**config.mk**
```make
export PLATFORM = sky130hd
export DESIGN_NAME = deque_with_delete_by_value
export DESIGN_NICKNAME = d
export VERILOG_FILES = /design/src/sv/dqdel_pkg.sv /design/src/sv/deque_with_delete_by_value.sv
export SDC_FILE = /design/constraint.sdc
export NUM_CORES = 1
export LEC_CHECK = 0
export BUFFER_PORTS_ARGS = -buffer_cell sky130_fd_sc_hd__buf_2
export CORE_ASPECT_RATIO = 0.5
export CORE_MARGIN = 5
export CORE_UTILIZATION = 45
export CTS_CLUSTER_DIAMETER = 30
export DETAILED_ROUTE_END_ITERATION = 16
export PLACE_DENSITY = 0.6
export SLEW_MARGIN = 20
export SYNTH_ARGS = -nofsm -noshare
export SYNTH_HDL_FRONTEND = slang
export SYNTH_SLANG_ARGS = --single-unit
```
**constraint.sdc**
```tcl
create_clock -name i_clk -period 6.8 [get_ports i_clk]
set_input_delay 1.36 -clock i_clk [delete_from_list [all_inputs] [get_ports i_clk]]
set_output_delay 1.36 -clock i_clk [all_outputs]
set_load 0.01 [all_outputs]
```
**src/sv/dqdel_pkg.sv**
```systemverilog
// Package for the double-ended queue with delete by value.
// Holds operation codes, status codes, field widths and parameter defaults.
// No dependencies.
package dqdel_pkg;

    localparam int OP_W     = 3;
    localparam int VALUE_W  = 32;
    localparam int STATUS_W = 2;
    localparam int COUNT_W  = 5;

    localparam int DEPTH_DEF      = 16;
    localparam int DATA_WIDTH_DEF = 32;

    localparam logic [OP_W-1:0] OP_PUSH_BACK  = 3'd0;
    localparam logic [OP_W-1:0] OP_POP_BACK   = 3'd1;
    localparam logic [OP_W-1:0] OP_PUSH_FRONT = 3'd2;
    localparam logic [OP_W-1:0] OP_POP_FRONT  = 3'd3;
    localparam logic [OP_W-1:0] OP_DELETE     = 3'd4;

    localparam logic [STATUS_W-1:0] ST_OK       = 2'd0;
    localparam logic [STATUS_W-1:0] ST_EMPTY    = 2'd1;
    localparam logic [STATUS_W-1:0] ST_FULL     = 2'd2;
    localparam logic [STATUS_W-1:0] ST_NO_MATCH = 2'd3;

endpackage

```
**src/sv/deque_with_delete_by_value.sv**
```systemverilog
// Bounded double-ended queue of signed words with delete of the first match.
// One circular memory, one compare unit and a small sequencer; uses dqdel_pkg.
//
//   channel   | ports                                   | handshake
//   ----------+-----------------------------------------+---------------------------
//   request   | i_operation, i_value                    | start high, busy low
//   result    | o_read_value, o_status, o_entry_count   | o_valid, one cycle
//
// Steps: a push, an unknown code, or a pop or delete on an empty queue ends in S_DECODE;
// a pop reads its entry there and gives it from S_POP; a delete examines entries from
// the front (S_SRD, S_SCMP) and on a match moves each later entry forward (S_MRD, S_MWR);
// the single registered memory read port is read once per examined or moved entry.
// Reset (i_rst_n low, synchronous) empties the queue; the memory is not cleared.
// The receiver cannot stall: each result is shown for one cycle with o_valid.
module deque_with_delete_by_value
    import dqdel_pkg::*;
#(
    parameter int DEPTH      = DEPTH_DEF,
    parameter int DATA_WIDTH = DATA_WIDTH_DEF
) (
    input  logic                       i_clk,
    input  logic                       i_rst_n,
    input  logic                       start,
    input  logic [OP_W-1:0]            i_operation,
    input  logic signed [VALUE_W-1:0]  i_value,
    output logic                       busy,
    output logic                       o_valid,
    output logic signed [VALUE_W-1:0]  o_read_value,
    output logic [STATUS_W-1:0]        o_status,
    output logic [COUNT_W-1:0]         o_entry_count
);

    localparam int AW = (DEPTH > 1) ? $clog2(DEPTH) : 1;
    localparam int CW = $clog2(DEPTH + 1);

    typedef enum logic [2:0] {
        S_IDLE,
        S_DECODE,
        S_POP,
        S_SRD,
        S_SCMP,
        S_MRD,
        S_MWR
    } t_state;

    t_state                r_state;
    logic [OP_W-1:0]       r_op;
    logic [DATA_WIDTH-1:0] r_word;
    logic [AW-1:0]         r_front;
    logic [CW-1:0]         r_count;
    logic [CW-1:0]         r_idx;

    logic [DATA_WIDTH-1:0] r_mem [DEPTH];
    logic [DATA_WIDTH-1:0] r_rdata;

    logic                  mem_we;
    logic [AW-1:0]         mem_waddr;
    logic [DATA_WIDTH-1:0] mem_wdata;
    logic [AW-1:0]         mem_raddr;

    logic                  is_full;
    logic                  is_empty;
    logic [AW-1:0]         front_dec;
    logic [AW-1:0]         front_inc;
    logic [CW-1:0]         idx_next;

    // Maps a position counted from the front onto a memory address.
    function automatic logic [AW-1:0] slot(input logic [AW-1:0] front,
                                           input logic [CW-1:0] logical);
        logic [CW:0] sum;
        sum = (CW+1)'(front) + (CW+1)'(logical);
        if (sum >= (CW+1)'(DEPTH)) begin
            sum = sum - (CW+1)'(DEPTH);
        end
        return sum[AW-1:0];
    endfunction

    assign is_full   = (r_count == CW'(DEPTH));
    assign is_empty  = (r_count == '0);
    assign front_dec = (r_front == '0) ? AW'(DEPTH - 1) : r_front - AW'(1);
    assign front_inc = (r_front == AW'(DEPTH - 1)) ? '0 : r_front + AW'(1);
    assign idx_next  = r_idx + CW'(1);
    assign busy      = (r_state != S_IDLE);

    always_comb begin
        mem_we    = 1'b0;
        mem_waddr = slot(r_front, r_count);
        mem_wdata = r_word;
        mem_raddr = slot(r_front, r_idx);
        unique case (r_state)
            S_DECODE: begin
                if (r_op == OP_PUSH_BACK) begin
                    mem_we = !is_full;
                end else if (r_op == OP_PUSH_FRONT) begin
                    mem_we    = !is_full;
                    mem_waddr = front_dec;
                end
                if (r_op == OP_POP_BACK) begin
                    mem_raddr = slot(r_front, r_count - CW'(1));
                end else begin
                    mem_raddr = r_front;
                end
            end
            S_MRD: begin
                mem_raddr = slot(r_front, idx_next);
            end
            S_MWR: begin
                mem_we    = 1'b1;
                mem_waddr = slot(r_front, r_idx);
                mem_wdata = r_rdata;
            end
            default: begin
            end
        endcase
    end

    always_ff @(posedge i_clk) begin
        if (mem_we) begin
            r_mem[mem_waddr] <= mem_wdata;
        end
        r_rdata <= r_mem[mem_raddr];
    end

    always_ff @(posedge i_clk) begin
        if (!i_rst_n) begin
            r_state <= S_IDLE;
            r_front <= '0;
            r_count <= '0;
            r_idx   <= '0;
            r_op    <= OP_PUSH_BACK;
            o_valid <= 1'b0;
        end else begin
            unique case (r_state)
                S_IDLE: begin
                    o_valid <= 1'b0;
                    if (start) begin
                        r_op    <= i_operation;
                        r_word  <= DATA_WIDTH'(i_value);
                        r_state <= S_DECODE;
                    end
                end
                S_DECODE: begin
                    o_read_value <= '0;
                    r_idx        <= '0;
                    unique case (r_op)
                        OP_PUSH_BACK, OP_PUSH_FRONT: begin
                            o_valid <= 1'b1;
                            r_state <= S_IDLE;
                            if (is_full) begin
                                o_status      <= ST_FULL;
                                o_entry_count <= COUNT_W'(r_count);
                            end else begin
                                o_status      <= ST_OK;
                                r_count       <= r_count + CW'(1);
                                o_entry_count <= COUNT_W'(r_count + CW'(1));
                                if (r_op == OP_PUSH_FRONT) begin
                                    r_front <= front_dec;
                                end
                            end
                        end
                        OP_POP_BACK, OP_POP_FRONT, OP_DELETE: begin
                            o_entry_count <= COUNT_W'(r_count);
                            if (is_empty) begin
                                o_status <= ST_EMPTY;
                                o_valid  <= 1'b1;
                                r_state  <= S_IDLE;
                            end else begin
                                // The result comes from a later state.
                                o_status <= ST_OK;
                                o_valid  <= 1'b0;
                                r_state  <= (r_op == OP_DELETE) ? S_SCMP : S_POP;
                            end
                        end
                        default: begin
                            o_status      <= ST_OK;
                            o_entry_count <= COUNT_W'(r_count);
                            o_valid       <= 1'b1;
                            r_state       <= S_IDLE;
                        end
                    endcase
                end
                S_POP: begin
                    o_read_value  <= VALUE_W'($signed(r_rdata));
                    o_status      <= ST_OK;
                    o_entry_count <= COUNT_W'(r_count - CW'(1));
                    o_valid       <= 1'b1;
                    r_count       <= r_count - CW'(1);
                    if (r_op == OP_POP_FRONT) begin
                        r_front <= front_inc;
                    end
                    r_state <= S_IDLE;
                end
                S_SRD: begin
                    o_valid <= 1'b0;
                    r_state <= S_SCMP;
                end
                S_SCMP: begin
                    // r_rdata holds the entry at position r_idx from the front.
                    if (r_rdata == r_word) begin
                        o_valid <= 1'b0;
                        r_state <= S_MRD;
                    end else if (idx_next == r_count) begin
                        o_read_value  <= '0;
                        o_status      <= ST_NO_MATCH;
                        o_entry_count <= COUNT_W'(r_count);
                        o_valid       <= 1'b1;
                        r_state       <= S_IDLE;
                    end else begin
                        o_valid <= 1'b0;
                        r_idx   <= idx_next;
                        r_state <= S_SRD;
                    end
                end
                S_MRD: begin
                    if (idx_next >= r_count) begin
                        o_read_value  <= '0;
                        o_status      <= ST_OK;
                        o_entry_count <= COUNT_W'(r_count - CW'(1));
                        o_valid       <= 1'b1;
                        r_count       <= r_count - CW'(1);
                        r_state       <= S_IDLE;
                    end else begin
                        o_valid <= 1'b0;
                        r_state <= S_MWR;
                    end
                end
                S_MWR: begin
                    o_valid <= 1'b0;
                    r_idx   <= idx_next;
                    r_state <= S_MRD;
                end
                default: begin
                    o_valid <= 1'b0;
                    r_state <= S_IDLE;
                end
            endcase
        end
    end

endmodule

```
* After elaboration in Yosys (flattened, before gate mapping) *
Memories as Yosys holds them, arrays and structs flattened. A register that Yosys moved wholly into a read port is not among the register bits.
Cells that the tools add are included.

word-level totals
  register bits = 92
  bits in writable memories = 512
  bits of input ports = 38
  output and inout bits = 41
  word-level logic and storage cells = 127
  memories kept = 1

operators by class
  add/sub/neg operators = 13
  order comparisons = 5
  equal/unequal tests = 23
  muxes and demuxes = 57
  reduce and logical (&&, ||, !) cells = 18

memory list
  memory  words  width  read ports  clocked after memory_dff  wr ports  line                              text
  r_mem   16     32     1           1                         1         deque_with_delete_by_value.sv:53  logic [DATA_WIDTH-1:0] r_mem [DEPTH];

operators by type and width
  operator               count
  $mux W32               4
  $pmux W32 S4           1
  $mux W4                13
  $mux W5                7
  $eq A32 B32 Y1         1
  $pmux W5 S3            2
  $add A4 B5 Y6          4
  $ge A6 B5 Y1 const B   4
  $pmux W4 S2            3
  $pmux W5 S4            1
  $sub A4 B1 Y4 const B  5
  $mux W3                6
  $pmux W3 S6            1
  $ne A2 B2 Y1 const B   8
  $eq A3 B2 Y1 const B   4
  $eq A3 B3 Y1 const B   4
  $add A5 B1 Y5 const B  2
  $mux W1                10
  $mux W2                5
  $reduce_and A5 Y1      2
  $reduce_bool A3 Y1     3
  $pmux W2 S4            1
  $eq A3 B1 Y1 const B   2
  $logic_not A3 Y1       2
  other kinds (19)       21

* Depth between registers and ports, before layout *
  word-level depth = 7
  depth in mapped cells = 12
  mapped depth without buffers = 10

* Worst setup path before layout *
No wires, ideal clock.

  path type = register to register
  start = register r_front[1]
  end = memory r_mem[0][0] (netlist bit) (enable)
  library setup time = 0.421 ns
  arrival = 3.270 ns
  data required time = 6.379 ns
  slack = 3.108 ns
  cell stages (with the launch flop) = 8
  path buffers = 0
  period minus slack after synthesis = 3.692 ns
  cell sequence = dfxtp_1 -> inv_1 -> ha_1 -> xnor2_1 -> nor3_1 -> a221o_1 -> or3_1 -> nor2_1

on the way
  cells in the longest elaborated chain, start to end = 6
  elaborated cells between the ends (all ways) = 14
  those cells by class = add/sub: 5; order compare: 2; mux: 6; reduce/logical: 1

ends and longest elaborated chain
  what                                           line                                                                text
  from (decl)                                    deque_with_delete_by_value.sv:49                                    logic [AW-1:0] r_front;
  from (signal assigned)                         deque_with_delete_by_value.sv:157                                   r_front <= front_dec;
  from (signal assigned)                         deque_with_delete_by_value.sv:189                                   r_front <= front_inc;
  $add A4 B5 Y6                                  deque_with_delete_by_value.sv:71                                    sum = (CW+1)'(front) + (CW+1)'(logical);
  $ge A6 B5 Y1 or $sub A4 B1 Y4 (tied branches)  deque_with_delete_by_value.sv:72, deque_with_delete_by_value.sv:73
  $mux W4                                        deque_with_delete_by_value.sv:72                                    if (sum >= (CW+1)'(DEPTH)) begin
  $mux W4                                        deque_with_delete_by_value.sv:94                                    end else if (r_op == OP_PUSH_FRONT) begin
  $mux W4                                        deque_with_delete_by_value.sv:92                                    if (r_op == OP_PUSH_BACK) begin
  $pmux W4 S2 (*)                                deque_with_delete_by_value.sv:90                                    unique case (r_state)
  to (decl)                                      deque_with_delete_by_value.sv:53

Mark *: on every way between the ends. The rest lies on a longest branch, timed or not.

* Worst setup path after layout *
  start = register r_state[1]
  end = memory r_mem[3][28] (netlist bit) (enable)

on the way
  cells in the longest elaborated chain, start to end = 4
  elaborated cells between the ends (all ways) = 6
  those cells by class = eq/ne: 2; mux: 4

ends and longest elaborated chain
  what                                          line                               text
  from (decl)                                   deque_with_delete_by_value.sv:46   t_state r_state;
  from (signal assigned)                        deque_with_delete_by_value.sv:171  r_state <= (r_op == OP_DELETE) ? S_SCMP : S_POP;
  $eq A3 B3 Y1 or $eq A3 B1 Y1 (tied branches)  deque_with_delete_by_value.sv:90
  $pmux W1 S2                                   deque_with_delete_by_value.sv:90
  $mux W1                                       deque_with_delete_by_value.sv:118  if (mem_we) begin
  $mux W1 (implied by the code)                 deque_with_delete_by_value.sv:119  r_mem[mem_waddr] <= mem_wdata;

Several ways; a longest one is shown, not always the timed one.

==> qor.yml <==
met3_usage: 0.0483
fin_crit_sh: 0.640
fill_cells: 4814
first_pass_iters: 6
syn-cell-area_mm2: 0.0270
die_y_um: 183
avgSynthCellArea_um2: 13.4
hold_path.class: "flip-flop to flip-flop"
power_leakage_nw: 10.7
synthMuxAreaShare: 0.0425
worst_slew_margin_rel: 0.183
drtIter0Drc: 2051
tightest_slew_ps: 1230
tns_ps: 0
synthCells: 2008
place.gp.congestion: 0.847
routed_wl_um: 77400
r2r_slack_ps: 2450
wire_per_inst_um: 26.1
ys_seq_elements: 636
vias: 18100
antenna_cells: 0
clk_pin_slew_ps: 60
grt_pass1_vias: 17600
hold_violations: 0
yosysSeqAreaShare: 0.688
ctsResizeCount: 0
setup_viol: 0
drv_cap: 0
io_buffers: 78
cts_tree: "built"
power.total_mw: 10.9
skew_ps: 51.5
drive_above_1_share: 0.161
synth_nets: 2072
timing.final.crit_period_ps: 4350
die_w_um: 356
cp-startpoint: "r_state[1]"
p_per_area_mw_per_mm2: 344
start_util: 0.455
grtUsageMet1: 0.347
grt_pass1_wl_um: 115000
cts_setup_buffers: 0
synth_top_family_by_area: "simple AND/OR/NAND/NOR gates"
synth_edf_count: 583
cts_buffers: 97
synthArstFlopShare: 0
worst_r2r_startpoint: "r_state[1]"
clk_path_buf_depth: 3
core_area_mm2: 0.0593
routed_via_density: 6.12
rsz0062_at_grt: "false"
ctsHoldBuffers: 0
yosys_warnings: 0
hpwlAfterDp_um: 39900
path_class: "flip-flop to flip-flop"
grt_max_degree: 193
synth_cell_types: 74
worstPathRequired_ps: 7110
seqCellArea_mm2: 0.0186
ir_worst_vdd_v: 0.000191
num_rows: 63
syn2layout_area_growth_pct: 18.0
cp.arrival_ps: 4670
crit_fanout: 38
pin_count: 79
synthFlopType: "edfxtp_1"
multi_input_area_mm2: 0.00780
met2_usage: 0.352
fmax_mhz: 230
synthAdderAreaFrac: 0.0132
htreeDepth: 3
synth-xor-area-share: 0.0178
synth-simple-area-share: 0.126
final_antenna_net_count: 0
placed_cell_area_mm2: 0.0282
worstHoldStart: "r_count[4]"
clock_sinks: 636
critPathLaunchType: "flip-flop"
grt_most_used_layer: "met2"
cts_root_buf: "clkbuf_16"
overflow: 0
outcome: "finished, final reports clean"
end_kind: "flip-flop"
dieArea_mm2: 0.0653
antenna_found_initial: 1
finalNetCount: 2127
clk_latency_ps: 650
synth_compound_area_frac: 0.0824
grtUsageTotal: 0.234
stdcell_area_mm2: 0.0319
drc: 0
drv_slew: 0
power by group:
group	switching [mW]	total, mW	internal [mW]
clock network	1.97	5.50	3.52
registers	0.106	4.48	4.38
logic	0.691	0.969	0.278
total	2.77	10.9	8.18
through the flow:
stage / hold WS (ps) / utilization / instances / setup WS, ps
2_1_floorplan: 480 / - / 2008 / 3110
3_3_place_gp: 516 / 0.475 / 2774 / 2520
3_5_place_dp: 518 / 0.476 / 2776 / 2490
4_1_cts: 526 / 0.537 / 2960 / 2520
5_1_grt: 578 / 0.537 / 2960 / 2220
6_report: 528 / 0.537 / 2960 / 2450
path summary, 6_finish.rpt:
path	to	cells after the start
hold reg to reg	r_count[4]	2
setup reg to reg	r_mem[3][28]	6
hold / removal	r_count[4]	2
setup / recovery	r_mem[3][28]	6
area by class of cell:
class / count / area share
Clock buffer: 105 / 0.0781
Clock inverter: 79 / 0.0370
Inverter: 18 / 0.00212
Multi-Input combinational cell: 1195 / 0.245
Sequential cell: 636 / 0.583
Tap cell: 812 / 0.0319
Timing Repair Buffer: 115 / 0.0232
logic make-up (layout without fill, tap and decap cells):
logic type | count (synthesis) | after routing
fa+ha+maj | 26 | 26
simple gates | 652 | 652
xor+xnor | 55 | 55
mux | 105 | 105
compound gates | 357 | 357
buf+inv | 177 | 317
flops | 636 | 636
per-layer routing:
layer	vias up	part of all wire
li1	7943	-
met3	133	0.090
met5	-	0
met2	913	0.45
met4	0	0.022
met1	9136	0.44
cell usage in the layout (no fill, tap or decap), drive strengths merged, types with 8 or more instances in the layout:
cell / n
and2: 33
clkbuf: 105
edfxtp: 583
buf: 115
o211ai: 9
dfxtp: 53
clkinv: 29
a21oi: 27
bufinv: 21
inv: 39
nor2: 47
xor2: 37
mux2: 65
o2111ai: 65
mux2i: 40
nand4: 133
xnor2: 18
nor4: 8
o21ai: 212
nand2: 118
clkinvlp: 8
ha: 22
nand3: 266
cells in the mapped netlist (3+ instances only):
| cell type | n | share of area |
|---|---|---|
| clkbuf_1 | 65 | 0.0090 |
| o22ai_1 | 3 | 0.00070 |
| o2111ai_1 | 65 | 0.021 |
| nand3b_1 | 3 | 0.00083 |
| o21ai_0 | 203 | 0.038 |
| edfxtp_1 | 583 | 0.65 |
| xnor2_1 | 18 | 0.0058 |
| mux2_2 | 13 | 0.0054 |
| nor3b_1 | 3 | 0.00083 |
| nor2b_1 | 5 | 0.0012 |
| mux2_1 | 52 | 0.022 |
| fa_1 | 4 | 0.0030 |
| nand4_1 | 133 | 0.031 |
| nor3_1 | 6 | 0.0011 |
| nand2_1 | 117 | 0.016 |
| o211ai_1 | 9 | 0.0025 |
| a21o_1 | 7 | 0.0019 |
| nor4_1 | 8 | 0.0019 |
| dfxtp_1 | 53 | 0.039 |
| mux2i_1 | 38 | 0.014 |
| o21ai_1 | 8 | 0.0015 |
| buf_6 | 7 | 0.0029 |
| o31ai_1 | 5 | 0.0014 |
| a21oi_1 | 26 | 0.0048 |
| buf_2 | 56 | 0.010 |
| ha_1 | 22 | 0.010 |
| buf_1 | 22 | 0.0031 |
| buf_4 | 9 | 0.0025 |
| nand2b_1 | 7 | 0.0016 |
| nor2_1 | 47 | 0.0065 |
| or3_1 | 7 | 0.0016 |
| nand3_1 | 266 | 0.049 |
| and3b_1 | 3 | 0.00097 |
| inv_1 | 17 | 0.0024 |
| xor2_1 | 37 | 0.012 |
| and2_1 | 33 | 0.0076 |
| a31oi_1 | 7 | 0.0016 |
critical path: stages, from the launching register on:
cell,delay [ps]
dfxtp_1,620
and3b_2,1080
a31oi_1,200
a221o_1,410
or3_1,550
nor2_4,720
buf_4,450
flip-flops by register name, summed over array words and instances, names as in the netlist:
signal	cells
r_front	4
r_rdata	32
o_status	2
o_entry_count	5
r_mem	512
o_valid	1
r_op	3
o_read_value	32
r_state	3
r_idx	5
r_count	5
r_word	32
No activity file was read; power rests on OpenSTA's default activity.
